**config.mk**
```make
export PLATFORM = sky130hd
export DESIGN_NAME = sptx_front
export DESIGN_NICKNAME = d
export VERILOG_FILES = /design/src/sptx_pkg.sv /design/src/sptx_front.sv
export SDC_FILE = /design/constraint.sdc
export NUM_CORES = 1
export LEC_CHECK = 0
export BUFFER_PORTS_ARGS = -buffer_cell sky130_fd_sc_hd__buf_2
export CAP_MARGIN = 30
export CORE_ASPECT_RATIO = 1.1
export CORE_MARGIN = 3
export CORE_UTILIZATION = 35
export CTS_CLUSTER_DIAMETER = 150
export CTS_CLUSTER_SIZE = 8
export DETAILED_ROUTE_END_ITERATION = 8
export GPL_ROUTABILITY_DRIVEN = 0
export PLACE_DENSITY_LB_ADDON = 0.08
export SETUP_SLACK_MARGIN = 0.02
export SLEW_MARGIN = 20
export SYNTH_ARGS = -nofsm -noshare
export SYNTH_HDL_FRONTEND = slang
export SYNTH_SLANG_ARGS = --single-unit
```
**constraint.sdc**
```tcl
create_clock -name clock -period 17.3 [get_ports clock]
set_input_delay 2.595 -clock clock [delete_from_list [all_inputs] [get_ports clock]]
set_output_delay 2.595 -clock clock [all_outputs]
set_load 0.05 [all_outputs]
```
**src/sptx_pkg.sv**
```systemverilog
// ----------------------------------------------------------------------------
// sptx_pkg
// Shared widths, register codes, data types and the arctangent table of the
// polar-to-XY region filter.
// ----------------------------------------------------------------------------
package sptx_pkg;

   // field widths
   localparam int RANGE_BITS     = 16;
   localparam int ANGLE_BITS     = 16;
   localparam int INDEX_BITS     = 12;
   localparam int INTEN_BITS     = 16;
   localparam int POINT_BITS     = 17;

   // rotation datapath widths
   localparam int PHASE_BITS     = 32;
   localparam int GAIN_BITS      = 30;
   localparam int FRAC_BITS      = 30;
   localparam int MAG_BITS       = RANGE_BITS + GAIN_BITS;
   localparam int XY_BITS        = MAG_BITS + 3;
   localparam int COORD_BITS     = XY_BITS - FRAC_BITS;
   localparam int CMP_BITS       = ((COORD_BITS > POINT_BITS) ? COORD_BITS : POINT_BITS) + 1;
   localparam int NUM_ITER       = 16;
   localparam int ITER_BITS      = 4;

   // CORDIC gain compensation 0.607252935 in Q30
   localparam logic [GAIN_BITS-1:0] GAIN_Q30 = 30'd652032874;
   localparam int COORD_LIMIT    = 65535;

   // configuration port
   localparam int CSR_INDEX_BITS = 3;
   localparam int CSR_DATA_BITS  = 17;
   localparam logic [CSR_INDEX_BITS-1:0] CSR_START_ANGLE  = 3'd0;
   localparam logic [CSR_INDEX_BITS-1:0] CSR_ANGLE_STEP   = 3'd1;
   localparam logic [CSR_INDEX_BITS-1:0] CSR_WINDOW_X_MIN = 3'd2;
   localparam logic [CSR_INDEX_BITS-1:0] CSR_WINDOW_X_MAX = 3'd3;
   localparam logic [CSR_INDEX_BITS-1:0] CSR_WINDOW_Y_MIN = 3'd4;
   localparam logic [CSR_INDEX_BITS-1:0] CSR_WINDOW_Y_MAX = 3'd5;

   localparam logic signed [POINT_BITS-1:0] RESET_X_MIN = -17'sd1200;
   localparam logic signed [POINT_BITS-1:0] RESET_X_MAX = 17'sd0;
   localparam logic signed [POINT_BITS-1:0] RESET_Y_MIN = -17'sd1000;
   localparam logic signed [POINT_BITS-1:0] RESET_Y_MAX = 17'sd700;

   // beam fields carried alongside the rotation
   typedef struct packed {
      logic [INDEX_BITS-1:0] index;
      logic [INTEN_BITS-1:0] inten;
   } beam_type;

   // rotation vector handed from cell to cell
   typedef struct packed {
      logic signed [XY_BITS-1:0]    x;
      logic signed [XY_BITS-1:0]    y;
      logic signed [PHASE_BITS-1:0] z;
      beam_type                     beam;
   } vec_type;

   // region bounds
   typedef struct packed {
      logic signed [POINT_BITS-1:0] x_min;
      logic signed [POINT_BITS-1:0] x_max;
      logic signed [POINT_BITS-1:0] y_min;
      logic signed [POINT_BITS-1:0] y_max;
   } bounds_type;

   // atan(2^-i) in 2^32-per-turn units
   function automatic logic signed [PHASE_BITS-1:0] atan_entry(input logic [ITER_BITS-1:0] i);
      logic signed [PHASE_BITS-1:0] a;
      case (i)
         4'd0:    a = 32'sh20000000;
         4'd1:    a = 32'sh12E4051E;
         4'd2:    a = 32'sh09FB385B;
         4'd3:    a = 32'sh051111D4;
         4'd4:    a = 32'sh028B0D43;
         4'd5:    a = 32'sh0145D7E1;
         4'd6:    a = 32'sh00A2F61E;
         4'd7:    a = 32'sh00517C55;
         4'd8:    a = 32'sh0028BE53;
         4'd9:    a = 32'sh00145F2F;
         4'd10:   a = 32'sh000A2F98;
         4'd11:   a = 32'sh000517CC;
         4'd12:   a = 32'sh00028BE6;
         4'd13:   a = 32'sh000145F3;
         4'd14:   a = 32'sh0000A2FA;
         4'd15:   a = 32'sh0000517D;
         default: a = '0;
      endcase
      return a;
   endfunction

endpackage

```
**src/sptx_front.sv**
```systemverilog
// ----------------------------------------------------------------------------
// sptx_front
// Beam angle and scaled range, then quadrant fold into the start vector of
// the rotation chain. Two register stages.
// ----------------------------------------------------------------------------
module sptx_front (
   input  logic                                  clock,
   input  logic                                  reset,
   input  logic                                  req_valid,
   output logic                                  req_stall,
   input  logic [sptx_pkg::INDEX_BITS-1:0]       req_beam_index,
   input  logic [sptx_pkg::RANGE_BITS-1:0]       req_range_mm,
   input  logic [sptx_pkg::INTEN_BITS-1:0]       req_beam_intensity,
   input  logic [sptx_pkg::ANGLE_BITS-1:0]       start_angle,
   input  logic [sptx_pkg::ANGLE_BITS-1:0]       angle_step,
   output logic                                  out_valid,
   input  logic                                  out_ready,
   output sptx_pkg::vec_type                     out_vec
);

   localparam int PROD_BITS = sptx_pkg::ANGLE_BITS + sptx_pkg::INDEX_BITS;
   localparam int PAD_BITS  = sptx_pkg::PHASE_BITS - sptx_pkg::ANGLE_BITS;

   logic                                   a_valid_ff, a_valid_in;
   logic [sptx_pkg::ANGLE_BITS-1:0]        angle_ff, angle_in;
   logic [sptx_pkg::MAG_BITS-1:0]          mag_ff, mag_in;
   sptx_pkg::beam_type                     a_beam_ff;
   logic                                   b_valid_ff, b_valid_in;
   sptx_pkg::vec_type                      vec_ff, vec_in;
   logic                                   a_ready, b_ready;
   logic [PROD_BITS-1:0]                   step_prod;
   logic [sptx_pkg::PHASE_BITS-1:0]        phase;
   logic                                   fold;

   // stage ready chain
   assign b_ready   = !b_valid_ff || out_ready;
   assign a_ready   = !a_valid_ff || b_ready;
   assign req_stall = !a_ready;

   // angle and scaled range; drop a beam with no return
   always_comb begin
      step_prod  = PROD_BITS'(req_beam_index) * PROD_BITS'(angle_step);
      angle_in   = start_angle + step_prod[sptx_pkg::ANGLE_BITS-1:0];
      mag_in     = sptx_pkg::MAG_BITS'(req_range_mm) * sptx_pkg::MAG_BITS'(sptx_pkg::GAIN_Q30);
      a_valid_in = req_valid && (req_range_mm != {sptx_pkg::RANGE_BITS{1'b1}});
   end

   // fold the second and third quadrants onto the first and fourth
   always_comb begin
      phase     = {angle_ff, {PAD_BITS{1'b0}}};
      fold      = phase[sptx_pkg::PHASE_BITS-1] ^ phase[sptx_pkg::PHASE_BITS-2];
      vec_in.x  = fold ? -$signed(sptx_pkg::XY_BITS'(mag_ff))
                       :  $signed(sptx_pkg::XY_BITS'(mag_ff));
      vec_in.y  = '0;
      vec_in.z  = fold ? $signed(phase ^ {1'b1, {(sptx_pkg::PHASE_BITS-1){1'b0}}})
                       : $signed(phase);
      vec_in.beam = a_beam_ff;
      b_valid_in  = a_valid_ff;
   end

   // advance stage A
   always_ff @(posedge clock) begin
      if (reset) begin
         a_valid_ff <= 1'b0;
      end else if (a_ready) begin
         a_valid_ff <= a_valid_in;
      end
      if (a_ready) begin
         angle_ff        <= angle_in;
         mag_ff          <= mag_in;
         a_beam_ff.index <= req_beam_index;
         a_beam_ff.inten <= req_beam_intensity;
      end
   end

   // advance stage B
   always_ff @(posedge clock) begin
      if (reset) begin
         b_valid_ff <= 1'b0;
      end else if (b_ready) begin
         b_valid_ff <= b_valid_in;
      end
      if (b_ready) begin
         vec_ff <= vec_in;
      end
   end

   assign out_valid = b_valid_ff;
   assign out_vec   = vec_ff;

endmodule

```
Yosys cells after proc, flatten, opt, wreduce, memory -nomap -nowiden

Index checks and enable logic that the tools add are counted.

Output and inout port bits: 160
Flip-flop bits (word level): 200

Bitwise gates (word level): 2
Multiplexer cells: 2
Equal/unequal tests: 1
$mul: 2
Reduce and logical (&&, ||, !) cells: 6
$add $sub $neg: 2

Operator list:

| cell                                                                   | count |
|---|---|
| 46-bit negation with 49-bit output                                     | 1 |
| 46-bit two-way mux                                                     | 1 |
| 16-bit by 29-bit multiplier with 45-bit output (second input constant) | 1 |
| 32-bit two-way mux                                                     | 1 |
| 16-bit adder                                                           | 1 |
| 12-bit by 16-bit multiplier with 16-bit output                         | 1 |
| 16-bit inequality test (second input constant)                         | 1 |
| 1-bit zero test                                                        | 3 |
| 1-bit logical OR                                                       | 2 |
| 1-bit logical AND                                                      | 1 |
| 1-bit inverter                                                         | 1 |
| 1-bit bitwise XOR                                                      | 1 |

Depth between registers and ports, before layout

Depth after elaboration: 4
Mapped depth: 22
Mapped depth without buffers: 21

Least setup slack after synthesis

Ideal clock, no wire load.

Path type: input port to flip-flop
Start: input port req_range_mm[13] (netlist name)
End: register mag_ff[45] (netlist name), data pin
Library setup time: 0.264 ns
Stages on the path: 22
Required time: 17.036 ns
Buffers on the path: 2
Data arrival time: 7.768 ns
Path slack: 9.268 ns
Path through: ha_1 > clkbuf_1 > xor2_1 > ha_1 > a21oi_1 > fa_1 > inv_1 > fa_1 > fa_1 > inv_1 > fa_1 > inv_1 > ha_1 > clkbuf_1 > and3_1 > o2111ai_1 > a311oi_1 > and2_1 > a211o_1 > a41oi_1 > a31oi_1 > xor2_1

Longest elaborated chain between the ends: 1

Ends and longest elaborated chain:

| item                                           | RTL line         | text |
|---|---|---|
| start: declaration                             | sptx_front.sv:12 | `input logic [sptx_pkg::RANGE_BITS-1:0] req_range_mm,` |
| 16-bit by 29-bit multiplier with 45-bit output | sptx_front.sv:44 | `mag_in = sptx_pkg::MAG_BITS'(req_range_mm) * sptx_pkg::MAG_BITS'(sptx_pkg::GAIN_Q30);` |
| via mag_in, one bit                            | sptx_front.sv:26 | `logic [sptx_pkg::MAG_BITS-1:0] mag_ff, mag_in;` |
| end signal: assignment                         | sptx_front.sv:70 | `mag_ff <= mag_in;` |
| end: declaration                               | sptx_front.sv:26 |  |

The timed path passes the listed nets, and every way through them passes these cells.
A chain may end at the register's enable or synchronous reset.

Worst setup path in the final report

Start: input port req_range_mm[14] (netlist name)
End: register mag_ff[42] (netlist name), data pin

The elaborated chain is that of the path after synthesis.

==> results.sh <==
export IMPL_clkLatencyLatePin_ns=0.46
export IMPL_min_path_cells=0
export IMPL_antennaDiodeCount=0
export IMPL_clock_fmax_mhz=119
export IMPL_htreeDepth=4
export IMPL_dp_slack_ns=8.38
export IMPL_setup_ws_ns=8.86
export IMPL_grtUsageTotal=0.175
export IMPL_cp_depth=19
export IMPL_clockRootBuffer="clkbuf_16"
export IMPL_synth_xor_area_frac=0.0564
export IMPL_initial_core_util=0.357
export IMPL_crit_chain="buf_2 > ha_1 > xor2_1 > ha_1 > a21oi_1 > fa_1 > fa_1 > fa_1 > fa_1 > inv_1 > ha_1 > a21o_1 > o21ba_2 > o221ai_1 > a31oi_1 > a211oi_1 > or2_2 > o41ai_1 > xnor2_1"
export IMPL_fin_skew_ns=0.0183
export IMPL_crit_slowest_cell="fa_1"
export IMPL_finalMaxSlewViolations=0
export IMPL_synth_compound_area_frac=0.0576
export IMPL_synthSimpleGateAreaFrac=0.0759
export IMPL_slew_headroom=0.410
export IMPL_cp_required_ns=17.49
export IMPL_dieArea_um2=56900
export IMPL_synthTopCellsByCount="inv_1, fa_1, ha_1, edfxtp_1, nand2_1"
export IMPL_cts_resized=0
export IMPL_grt_antenna_before_repair=0
export IMPL_syn2layout_area_growth_pct=11.1
export IMPL_netlist_instances=1714
export IMPL_critPathTopFamily="adder cells"
export IMPL_remaining_drc_errors=0
export IMPL_synthFlopType="edfxtp_1"
export IMPL_synthMuxAreaShare=0.000529
export IMPL_dp_hpwl_mm=41.2
export IMPL_tightest_slew_ns=0.886
export IMPL_crit_buf_inv=2
export IMPL_dpl_cell_area_um2=20400
export IMPL_period_share=0.488
export IMPL_postCtsSetupBuffers=0
export IMPL_vias_per_cell=4.57
export IMPL_setup_viol=0
export IMPL_dr_pass1_iters=5
export IMPL_clkTransAtPathRegs_ns=0.08
export IMPL_cp_start_kind="input port"
export IMPL_totalWireLength_mm=48.9
export IMPL_yosysMostFrequentCell="inv_1"
export IMPL_fill_cells=5187
export IMPL_rsz0062_at_grt="false"
export IMPL_pin_count=240
export IMPL_synth_top_area_frac=0.287
export IMPL_grt_max_degree=59
export IMPL_holdWs_ns=0.422
export IMPL_yosysUniqueCellTypes=56
export IMPL_rr_worst_depth=8
export IMPL_synth_top_family_by_area="adder cells"
export IMPL_period_minus_slack_ns=8.44
export IMPL_cts_tree="done"
export IMPL_ys_warn_count=0
export IMPL_status="finished clean"
export IMPL_rows=88
export IMPL_hold_viol=0
export IMPL_worstPathMaxFanout=11
export IMPL_grt_pass1_wl_mm=76.4
export IMPL_max_cap_viol_count=0
export IMPL_synth_seq_cells=183
export IMPL_drt_iter0_drc=570
export IMPL_overflow=0
export IMPL_postLayoutCellArea_um2=21000
export IMPL_wl_per_cell_um=18.7
export IMPL_clkSinkCount=183
export IMPL_die_h_um=250
export IMPL_hold_buffers=0
export IMPL_fin_nets=2428
export IMPL_port_buffer_count=173
export IMPL_synth_edf_count=181
export IMPL_syn_area_per_cell_um2=11.0
export IMPL_critical_path_class="in2reg"
export IMPL_synthTopCellsByArea="edfxtp_1, fa_1, ha_1"
export IMPL_ant_nets=0
export IMPL_hold_class="reg2reg"
export IMPL_cts_buffers_inserted=17
export IMPL_crit_top_cell="fa_1"
export IMPL_vias=12000
export IMPL_coreArea_um2=53000
export IMPL_async_flop_share=0
export IMPL_tns_ns=0
export IMPL_synth_fa_ha_area_frac=0.411
export IMPL_synth_top_area_cell="edfxtp_1"
export IMPL_drive_gt1_frac=0.121
export IMPL_die_x_um=228
export IMPL_crit_path_end_kind="flop"
export IMPL_seq_area_frac_synth=0.289
export IMPL_clockBufferDepth=2
export IMPL_syn_area_um2=18900
export IMPL_worstPathArrival_ns=8.63
export IMPL_grt_pass1_vias=13000
export IMPL_critPathMaxStageDelay_ns=0.56
## per-layer routing
metal,GRT usage,wire (um),up-vias
met2,0.297,23800,256
met4,0.0648,1620,0
li1,-,-,5674
met5,0,0,-
met1,0.231,21800,5962
met3,0.0218,1590,70
## final cells by class
| cell class | count | area [um^2] | area share |
|---|---|---|---|
| inverter | 390 | 1470 | 0.0697 |
| sequential | 183 | 5480 | 0.260 |
| clock buffer | 17 | 425 | 0.0202 |
| clock inverter | 15 | 199 | 0.00946 |
| multi-input combinational | 1113 | 11700 | 0.554 |
| tap | 720 | 901 | 0.0428 |
| timing repair buffer | 178 | 908 | 0.0432 |
## flip-flops by register name (all words and copies together) (netlist names)
name        flops
out_vec        92
mag_ff         45
a_beam_ff      28
angle_ff       16
a_valid_ff      1
out_valid       1
## cells by family (layout without fill, tap and decap cells)
kind of cell,after synthesis,in the layout
xor gates and xnor gates,122,122
DFF,183,183
and+or+nand+nor,287,287
other,1,66
buffers and inverters,483,600
adders and majority gates,465,465
muxes,1,1
AOI/OAI and AO/OA,172,172
## placed cells by master, fill, tap and decap left out, drive strengths merged, types with 7 or more instances in the layout
cell,synthesis,layout
buf,67,178
o31ai,10,10
ha,203,203
nor2b,9,9
nand3,15,15
nand2b,7,7
o21ai,28,28
conb,1,66
nor3,17,17
a31oi,9,9
a21o,19,19
inv,390,397
a21oi,61,61
and2,42,42
xnor2,82,82
fa,262,262
nand2,122,122
or2,7,7
xor2,40,40
edfxtp,181,181
clkbuf,26,17
nor2,40,40
## worst paths after layout
check                         start                endpoint  slack (ns)
min          a_beam_ff[5]$_DFFE_PN_    out_vec[5]$_DFFE_PP_        0.42
min reg2reg  a_beam_ff[5]$_DFFE_PN_    out_vec[5]$_DFFE_PP_        0.42
max reg2reg     mag_ff[4]$_DFFE_PN_  out_vec[150]$_DFFE_PP_       13.84
max                req_range_mm[14]    mag_ff[42]$_DFFE_PN_        8.86
## stage by stage
| stage | utilization | std cells |
|---|---|---|
| floorplan | - | 1779 |
| global placement | 0.385 | 2582 |
| detailed placement | 0.385 | 2584 |
| CTS | 0.397 | 2616 |
| global route | 0.397 | 2616 |
| finish | 0.397 | 2616 |
Power is left out: the tool's default activity adds up to more than one toggle a clock period on the data nets, which glitch-free logic cannot reach.
