**src/sptx_pkg.sv**
```systemverilog
// ----------------------------------------------------------------------------
// sptx_pkg
// Shared widths, register codes, data types and the arctangent table of the
// polar-to-XY region filter.
// ----------------------------------------------------------------------------
package sptx_pkg;

   // field widths
   localparam int RANGE_BITS     = 16;
   localparam int ANGLE_BITS     = 16;
   localparam int INDEX_BITS     = 12;
   localparam int INTEN_BITS     = 16;
   localparam int POINT_BITS     = 17;

   // rotation datapath widths
   localparam int PHASE_BITS     = 32;
   localparam int GAIN_BITS      = 30;
   localparam int FRAC_BITS      = 30;
   localparam int MAG_BITS       = RANGE_BITS + GAIN_BITS;
   localparam int XY_BITS        = MAG_BITS + 3;
   localparam int COORD_BITS     = XY_BITS - FRAC_BITS;
   localparam int CMP_BITS       = ((COORD_BITS > POINT_BITS) ? COORD_BITS : POINT_BITS) + 1;
   localparam int NUM_ITER       = 16;
   localparam int ITER_BITS      = 4;

   // CORDIC gain compensation 0.607252935 in Q30
   localparam logic [GAIN_BITS-1:0] GAIN_Q30 = 30'd652032874;
   localparam int COORD_LIMIT    = 65535;

   // configuration port
   localparam int CSR_INDEX_BITS = 3;
   localparam int CSR_DATA_BITS  = 17;
   localparam logic [CSR_INDEX_BITS-1:0] CSR_START_ANGLE  = 3'd0;
   localparam logic [CSR_INDEX_BITS-1:0] CSR_ANGLE_STEP   = 3'd1;
   localparam logic [CSR_INDEX_BITS-1:0] CSR_WINDOW_X_MIN = 3'd2;
   localparam logic [CSR_INDEX_BITS-1:0] CSR_WINDOW_X_MAX = 3'd3;
   localparam logic [CSR_INDEX_BITS-1:0] CSR_WINDOW_Y_MIN = 3'd4;
   localparam logic [CSR_INDEX_BITS-1:0] CSR_WINDOW_Y_MAX = 3'd5;

   localparam logic signed [POINT_BITS-1:0] RESET_X_MIN = -17'sd1200;
   localparam logic signed [POINT_BITS-1:0] RESET_X_MAX = 17'sd0;
   localparam logic signed [POINT_BITS-1:0] RESET_Y_MIN = -17'sd1000;
   localparam logic signed [POINT_BITS-1:0] RESET_Y_MAX = 17'sd700;

   // beam fields carried alongside the rotation
   typedef struct packed {
      logic [INDEX_BITS-1:0] index;
      logic [INTEN_BITS-1:0] inten;
   } beam_type;

   // rotation vector handed from cell to cell
   typedef struct packed {
      logic signed [XY_BITS-1:0]    x;
      logic signed [XY_BITS-1:0]    y;
      logic signed [PHASE_BITS-1:0] z;
      beam_type                     beam;
   } vec_type;

   // region bounds
   typedef struct packed {
      logic signed [POINT_BITS-1:0] x_min;
      logic signed [POINT_BITS-1:0] x_max;
      logic signed [POINT_BITS-1:0] y_min;
      logic signed [POINT_BITS-1:0] y_max;
   } bounds_type;

   // atan(2^-i) in 2^32-per-turn units
   function automatic logic signed [PHASE_BITS-1:0] atan_entry(input logic [ITER_BITS-1:0] i);
      logic signed [PHASE_BITS-1:0] a;
      case (i)
         4'd0:    a = 32'sh20000000;
         4'd1:    a = 32'sh12E4051E;
         4'd2:    a = 32'sh09FB385B;
         4'd3:    a = 32'sh051111D4;
         4'd4:    a = 32'sh028B0D43;
         4'd5:    a = 32'sh0145D7E1;
         4'd6:    a = 32'sh00A2F61E;
         4'd7:    a = 32'sh00517C55;
         4'd8:    a = 32'sh0028BE53;
         4'd9:    a = 32'sh00145F2F;
         4'd10:   a = 32'sh000A2F98;
         4'd11:   a = 32'sh000517CC;
         4'd12:   a = 32'sh00028BE6;
         4'd13:   a = 32'sh000145F3;
         4'd14:   a = 32'sh0000A2FA;
         4'd15:   a = 32'sh0000517D;
         default: a = '0;
      endcase
      return a;
   endfunction

endpackage

```
**src/sptx_cordic_cell.sv**
```systemverilog
// ----------------------------------------------------------------------------
// sptx_cordic_cell
// One CORDIC rotation step with its own register stage; the step number
// selects shift and arctangent.
// ----------------------------------------------------------------------------
module sptx_cordic_cell (
   input  logic                             clock,
   input  logic                             reset,
   input  logic [sptx_pkg::ITER_BITS-1:0]   iter,
   input  logic                             in_valid,
   output logic                             in_ready,
   input  sptx_pkg::vec_type                in_vec,
   output logic                             out_valid,
   input  logic                             out_ready,
   output sptx_pkg::vec_type                out_vec
);

   logic                               valid_ff;
   sptx_pkg::vec_type                  vec_ff, vec_in;
   logic signed [sptx_pkg::XY_BITS-1:0]    xs, ys;
   logic signed [sptx_pkg::PHASE_BITS-1:0] atan;

   assign in_ready = !valid_ff || out_ready;

   // rotate toward zero residual angle
   always_comb begin
      xs   = in_vec.x >>> iter;
      ys   = in_vec.y >>> iter;
      atan = sptx_pkg::atan_entry(iter);
      vec_in.beam = in_vec.beam;
      if (!in_vec.z[sptx_pkg::PHASE_BITS-1]) begin
         vec_in.x = in_vec.x - ys;
         vec_in.y = in_vec.y + xs;
         vec_in.z = in_vec.z - atan;
      end else begin
         vec_in.x = in_vec.x + ys;
         vec_in.y = in_vec.y - xs;
         vec_in.z = in_vec.z + atan;
      end
   end

   // hold while the neighbor is full
   always_ff @(posedge clock) begin
      if (reset) begin
         valid_ff <= 1'b0;
      end else if (in_ready) begin
         valid_ff <= in_valid;
      end
      if (in_ready) begin
         vec_ff <= vec_in;
      end
   end

   assign out_valid = valid_ff;
   assign out_vec   = vec_ff;

endmodule

```
**config.mk**
```make
export PLATFORM = sky130hd
export DESIGN_NAME = sptx_cordic_cell
export DESIGN_NICKNAME = d
export VERILOG_FILES = /design/src/sptx_pkg.sv /design/src/sptx_cordic_cell.sv
export SDC_FILE = /design/constraint.sdc
export NUM_CORES = 1
export LEC_CHECK = 0
export BUFFER_PORTS_ARGS = -buffer_cell sky130_fd_sc_hd__buf_2
export CORE_ASPECT_RATIO = 0.5
export CORE_MARGIN = 2
export CORE_UTILIZATION = 45
export CTS_CLUSTER_DIAMETER = 80
export DETAILED_ROUTE_END_ITERATION = 10
export GPL_TIMING_DRIVEN = 0
export MAX_ROUTING_LAYER = met4
export PLACE_DENSITY = 0.64
export SLEW_MARGIN = 40
export SYNTH_ARGS = -nofsm -noshare
export SYNTH_HDL_FRONTEND = slang
export SYNTH_SLANG_ARGS = --single-unit
```
**constraint.sdc**
```tcl
create_clock -name clock -period 6.6 [get_ports clock]
set_clock_uncertainty 0.05 [all_clocks]
set_input_delay 0 -clock clock [delete_from_list [all_inputs] [get_ports clock]]
set_output_delay 0 -clock clock [all_outputs]
set_load 0.03 [all_outputs]
```
* Word-level counts from Yosys, hierarchy flattened
Memory sizes are Yosys's and may differ from the RTL's.
Cells that the tools add are included.
Widths: inputs -> output; s select.
** Storage, ports and cells
- Logic and storage cells :: 18
- Bits in registers :: 159
- ROM bits :: 480
- Memories kept :: 1
- Bits of input ports :: 166
** Cells by class
- Shift-type cells :: 2
- Add/sub/neg operators :: 6
- Muxes and demuxes :: 1
- Reductions and logical operators :: 2
** Memories
- (no name shown) :: words 16, width 30, rd ports 1, clocked after Yosys merged registers in 0, write ports 0, RTL line sptx_pkg.sv:70 : case (i)
** Operator list (number)
- $mux 130 :: 1
- $add 49x49->49 :: 2
- $sshr 49x4->49 :: 2
- $sub 49x49->49 :: 2
- $add 32x32->32 :: 1
- $sub 32x32->32 :: 1
- $logic_not 1->1 :: 1
- $logic_or 1x1->1 :: 1

* Depth between registers and ports, before layout
Gate-level depths: netlist of the first run.
- Word-level depth :: 3
- Mapped depth :: 29
- Mapped depth without buffers :: 21

* Worst setup path before layout of the first run
Ideal clock, no wire load.
- Kind :: input-to-reg
- Start :: input port iter[1] (netlist name)
- End :: register vec_ff (netlist bit out_vec[56]) (data pin)
- Buffers on the path :: 8
- Arrival :: 6045 ps
- Slack :: 246 ps
- Cell stages on the path :: 29
- Cells stage by stage :: buf_2 inv_1 buf_1 buf_2 clkbuf_1 clkbuf_1 clkbuf_1 buf_1 ha_1 nor2b_1 nor2_1 a2111oi_0 nand2_1 nor2_1 and3_1 and3_1 or2_2 clkbuf_1 xnor2_1 ha_1 inv_1 o22ai_1 a311o_1 nor2_1 o2111ai_1 a31o_2 or2_2 a31oi_1 xnor2_1
** RTL lines
- start: declaration :: RTL line sptx_cordic_cell.sv:9 : input logic [sptx_pkg::ITER_BITS-1:0] iter,
- end signal: assignment :: RTL line sptx_cordic_cell.sv:50 : vec_ff <= vec_in;
- end: declaration :: RTL line sptx_cordic_cell.sv:19 : sptx_pkg::vec_type vec_ff, vec_in;

==> results.md, run 1 <==
* Cell count of the worst reg-to-reg path at 3
* I/O pin cnt at 326
* Vias in the first global route at 20,500
* Post-Syn Area at 0.0212 sq mm
* Final Non-Filler Cells at 3,370
* Number of synthesized flops with an enable pin at 158
* Max Root-Sink Buffers at 2
* Clk pin slew, worst setup/hold paths at 0.09 ns
* Total routed wirelength at 94,200 um
* Yosys top cell by area: edfxtp_1
* Max-slew headroom at 0.341
* Hold_ws at 0.0217 ns
* Synthesized instance count at 2,320
* Hold Crit Start: in_vec[54]
* CP required at 6.78 ns
* Core footprint at 0.0467 sq mm
* Hold Path Depth at 4
* Final setup violation count at 1
* Row cnt at 56
* Commonest cells after routing, fill and taps aside: buf_2, nand2_1, a21oi_1
* Inst Count DP at 3,282
* Worst-path fanout max at 19
* Arrival time at the worst endpoint at 6.84 ns
* Final hold violation count at 0
* Reg-to-Reg End: out_valid
* Synth area leaders: edfxtp_1, mux4_2, ha_1, xnor2_1, a21oi_1
* CTS tree: yes
* Avg Cell Area, Syn at 9.15 sq um
* Drt wl/cell at 28.0 um
* Most frequent CP cell: buf_2
* Fillcell total at 4,427
* Drt drc at 0
* Critical path buffers and inverters at 8
* Status: finished, violations left
* GR Overflow Total at 0
* DIE AREA at 0.0490 sq mm
* Synth Net Count at 2,626
* Async set-reset flop share out of synthesis at 0
* Setup CP Type: in -> reg
* Worst R2R Start: out_valid
* DR vias/cell at 6.57
* CP cell instances: buf_2 > buf_2 > buf_2 > buf_2 > clkbuf_1 > clkbuf_1 > buf_2 > clkbuf_2 > a21oi_1 > xnor2_1 > ha_1 > a211oi_1 > o21ai_0 > a221oi_1 > o31ai_2 > a31oi_1 > o31ai_1 > a311oi_2 > o21ai_0 > xor2_1
* Final period util at 1.01
* Period minus WS final at 6.66 ns
* Slew @ Worst Pin at 0.989 ns
* Violated checks: negative setup slack
* Worst VDD drop at 0.179 mV
* Lkg Pwr at 10.4 nW
* RSZ-0062 raised after global routing: false
* Port buffer count at 321
* Clk_lat worst skew at 0.48 ns
* Ys Warns at 0
* Synthesis-stage register bit count at 159
* Top delay family on crit path: buffers and inverters
* DRC marker count from the first detailed-route iteration at 3,346
* Sequential share of the synthesized area at 0.224
* Nets at 3,014
* Max Cap Viol at 0
* Total track usage at 0.386
* PD cells at 266 mW/mm^2
* Die span in x at 311 um
* Worst Hold End: out_vec[55]
* Worst setup EP type: flip-flop
* CP max stage cell: clkbuf_1
* Drt first pass iters at 7
* Clock Sinks at 159
* Setup TNS at -0.0586 ns
* Setup ws final at -0.0586 ns
* Layout cells sized above 1 at 0.248
* Remaining antenna violation count at 0
* DP Wirelength at 71,400 um
* Share of the synthesized area in the top cell type at 0.223
* Number of buffers created by CTS at 17
* Clock H-tree levels at 4
* Global-route wire length before repair at 135,000 um
* Initial core utilization at 0.454
* DIE HEIGHT at 158 um
* Primary FF master, synth: edfxtp_1
* Worst Setup Start Kind: input pin
* Maximum clock frequency at 150 MHz
* Root buf cell: clkbuf_16
* Total chip power at 6.65 mW
* HP Class: in -> reg
* Gpl congestion at 1.10
* Syn-to-layout area delta at 17.8%
* Layout Utilization at 0.535
* Unique masters post-synth at 96
* Largest net degree at the start of global routing at 45
* R2R Setup Slk at 4.90 ns
* Vias at 22,100
* Slew Limit Fails at 0
* Initial antenna violation count at 7
* Largest stage delay on the critical path at 0.66 ns
* Most common cell after layout, fill and taps aside: buf_2
[stage by stage]
stage	setup slack, ns	cell area, sq um
finish	-0.0586	25000
global route	0.0126	25000
CTS	0.0170	24900
detailed placement	-2.78	23700
global placement	-3.56	23600
floorplan	0.246	21200
[cells in the mapped netlist (all sizes together), types with 49 or more instances]
library cell and number:
nand2 207, a21oi 203, mux2 61, buf 80
a31oi 49, clkbuf 49, xor2 88, mux4 115
xnor2 146, nor3 61, edfxtp 158, a21o 72
o21ai 132, nor2 172, mux2i 77, ha 137
[report_power, final]
group / internal, mW / switching (mW)
Combinational: 1.35 / 2.53
Clock: 0.517 / 0.577
Sequential: 1.58 / 0.0883
[registers in the layout (all words and copies together) (netlist names)]
| register | count |
|---|---|
| out_vec | 158 |
| out_valid | 1 |
[metal layers]
metal  global-route usage  vias up  wire, um
li1                     -     9688         -
met2                0.530     1626     37200
met1                0.491    10500     38200
met4                0.160        0      4410
met5                    -        -         0
met3                0.171      339     14400
[layout make-up]
type	instances	area, sq um	area share
antenna	11	27.5	0.00110
buffer	122	781	0.0312
clock buffer	17	425	0.0170
clock inverter	15	185	0.00740
inverter	48	184	0.00735
multi-input combinational	1984	15700	0.626
sequential	159	4760	0.190
tap	638	798	0.0319
timing repair buffer	376	2180	0.0872
[worst reg2reg max path, cell delays in order (launching register included)]
cell and delay [ns]:
dfxtp_1 0.35, nand2b_4 0.45, a21oi_1 0.16, dlygate4sd3_1 0.58
[worst max-delay path by stage]
stage	startpoint	end	slack, ns	cells past startpoint
floorplan	iter[1]	out_vec[56]	0.25	29
global placement	iter[3]	out_vec[108]	-3.56	28
detailed placement	iter[1]	out_vec[59]	-2.78	28
CTS	iter[3]	out_vec[104]	0.02	28
global route	iter[1]	out_vec[58]	0.01	28
finish	iter[1]	out_vec[155]	-0.06	20
[timing repair]
action / in CTS / in global routing
gates cloned: 0 / 0
buffers inserted: 0 / 2
pin swaps: 0 / 1
gates resized for setup: 34 / 20
hold buffers: 50 / 0
endpoints found under the setup margin: 90 / 29
hold endpoints to repair: 50 / 0
[cells by family after synthesis]
group,Yosys count,synth area share
AO/OA/AOI/OAI,680,0.207
XOR/XNOR,234,0.0965
adder cells (fa/ha/maj),140,0.0835
buffers and inverters,177,0.0402
flip-flops,159,0.224
multiplexers,253,0.193
AND/OR/NAND/NOR,677,0.156
(Power assumes the default switching activity.)
==> run 2, diff against run 1 <==
--- a/config.mk
+++ b/config.mk
@@ -6,14 +6,14 @@
 export NUM_CORES = 1
 export LEC_CHECK = 0
 export BUFFER_PORTS_ARGS = -buffer_cell sky130_fd_sc_hd__buf_2
-export CORE_ASPECT_RATIO = 0.5
+export CORE_ASPECT_RATIO = 0.75
 export CORE_MARGIN = 2
 export CORE_UTILIZATION = 45
 export CTS_CLUSTER_DIAMETER = 80
 export DETAILED_ROUTE_END_ITERATION = 10
-export GPL_TIMING_DRIVEN = 0
 export MAX_ROUTING_LAYER = met4
 export PLACE_DENSITY = 0.64
+export SKIP_LAST_GASP = 1
 export SLEW_MARGIN = 40
 export SYNTH_ARGS = -nofsm -noshare
 export SYNTH_HDL_FRONTEND = slang
==> results.md, run 2 (synthesis gave the netlist of run 1 again) <==
* Status: completed
* Nets at 2,935
* Max-slew headroom at 0.422
* Seq pwr share at 0.258
* Drt first pass iters at 6
* Port buffer count at 325
* HP Class: in -> reg
* Worst setup EP type: flip-flop
* Gpl congestion at 0.974
* Clock H-tree levels at 4
* Remaining antenna violation count at 0
* Hold Crit Start: in_vec[38]
* Cell count of the worst reg-to-reg path at 4
* Post-CTS Setup Bufs at 0
* Hold Path Depth at 3
* Sw frac at 0.462
* Worst-path fanout max at 50
* RSZ-0062 raised after global routing: false
* Initial core utilization at 0.459
* Max Root-Sink Buffers at 2
* Drt wl/cell at 22.9 um
* Layout cells sized above 1 at 0.235
* Vias in the first global route at 19,100
* Total track usage at 0.313
* Clock power share at 0.158
* Worst Setup Start Kind: input pin
* DR vias/cell at 6.30
* Final Non-Filler Cells at 3,275
* Most common cell after layout, fill and taps aside: buf_2
* Syn-to-layout area delta at 15.3%
* Clk pin slew, worst setup/hold paths at 0.07 ns
* Final setup violation count at 0
* DIE AREA at 0.0490 sq mm
* DIE HEIGHT at 192 um
* Max Cap Viol at 0
* Vias at 20,600
* Root buf cell: clkbuf_16
* Worst Hold End: out_vec[38]
* Arrival time at the worst endpoint at 5.79 ns
* Maximum clock frequency at 178 MHz
* Largest net degree at the start of global routing at 69
* DRC marker count from the first detailed-route iteration at 2,373
* Core footprint at 0.0463 sq mm
* GR Overflow Total at 0
* I/O pin cnt at 326
* CP required at 6.77 ns
* Final period util at 0.851
* Row cnt at 68
* Slew Limit Fails at 0
* Drt drc at 0
* Worst VDD drop at 0.200 mV
* CP max stage cell: mux4_2
* Total routed wirelength at 75,000 um
* Global-route wire length before repair at 114,000 um
* Setup CP Type: in -> reg
* Initial antenna violation count at 3
* Number of buffers created by CTS at 17
* Net load switching power at 2.99 mW
* Cell internal pwr at 3.49 mW
* R2R Setup Slk at 4.64 ns
* Final hold violation count at 0
* Setup TNS at 0 ns
* Layout Utilization at 0.529
* Slew @ Worst Pin at 0.860 ns
* Clk_lat worst skew at 0.49 ns
* Die span in x at 255 um
* CP cell instances: buf_6 > buf_4 > mux4_2 > mux2_2 > mux2i_4 > ha_1 > o2111a_1 > nand4b_1 > nor2_1 > a21oi_1 > xnor2_1 > ha_1 > a21o_1 > a31oi_1 > o221ai_1 > a22o_1 > a31oi_1 > o31ai_1 > a311oi_1 > o21ai_0 > xor2_1
* Reg-to-Reg End: out_valid
* CTS tree: yes
* DP Wirelength at 58,000 um
* Worst R2R Start: out_valid
* Inst Count DP at 3,189
* Lkg Pwr at 10.1 nW
* Clock Sinks at 159
* Combinational power share at 0.584
* PD cells at 265 mW/mm^2
* Period minus WS final at 5.62 ns
* Largest stage delay on the critical path at 0.57 ns
* Commonest cells after routing, fill and taps aside: buf_2, nand2_1, a21oi_1
* Max reg flops at 158
[run 2: through the flow]
| stage | hold slack, ns | power (mW) | cell area, sq um | setup WS, ns |
|---|---|---|---|---|
| 2_1_floorplan | 0.0191 | 4.38 | 21200 | 0.246 |
| 3_3_place_gp | 0.103 | 5.36 | 23400 | 0.641 |
| 3_5_place_dp | 0.108 | 5.37 | 23400 | 0.547 |
| 4_1_cts | 0.00560 | 6.46 | 24500 | 1.03 |
| 5_1_grt | 0.0186 | 6.86 | 24500 | 0.436 |
| 6_report | 0.0258 | 6.48 | 24500 | 0.985 |
[run 2: final cells by class]
type	instances	area (sq um)
antenna	3	7.51
clock buffer	17	425
clock inverter	15	160
fill	4403	21800
inverter	48	180
multi-input combinational	1984	15600
sequential	159	4760
tap	630	788
timing repair buffer	419	2530
[run 2: what timing repair did]
action / in CTS / in global routing
hold buffers: 51 / 0
gates resized for setup: 0 / 0
endpoints found under the hold margin: 51 / 0
[run 2: worst max-delay path: cells and delay by family]
family          cells  cell delay, ns
xor+xnor            2            0.40
mux                 3            1.13
simple gates        2            0.54
buf+inv             2            0.85
compound gates     10            2.21
fa+ha+maj           2            0.61
[run 2: power groups by stage]
| stage | logic [mW] | registers, mW | clock network, mW |
|---|---|---|---|
| 2_1_floorplan | 1.92 | 2.47 | 0 |
| 3_3_place_gp | 3.67 | 1.68 | 0 |
| 3_5_place_dp | 3.68 | 1.69 | 0 |
| 4_1_cts | 3.74 | 1.68 | 1.05 |
| 5_1_grt | 4.07 | 1.71 | 1.08 |
| 6_report | 3.79 | 1.67 | 1.02 |
[run 2: how the worst max path moves through the flow]
stage,start,endpoint,slack (ns)
floorplan,iter[1],out_vec[56],0.25
global placement,iter[0],out_vec[155],0.64
detailed placement,iter[0],out_vec[155],0.55
CTS,iter[0],out_vec[155],1.03
global route,iter[0],out_vec[104],0.44
finish,iter[0],out_vec[155],0.98
[run 2: routing by layer]
metal	vias up	wire length (um)	track usage
met5	-	0	-
li1	9522	-	-
met1	9940	36500	0.488
met2	1093	29200	0.398
met3	70	8430	0.0777
met4	0	934	0.0610
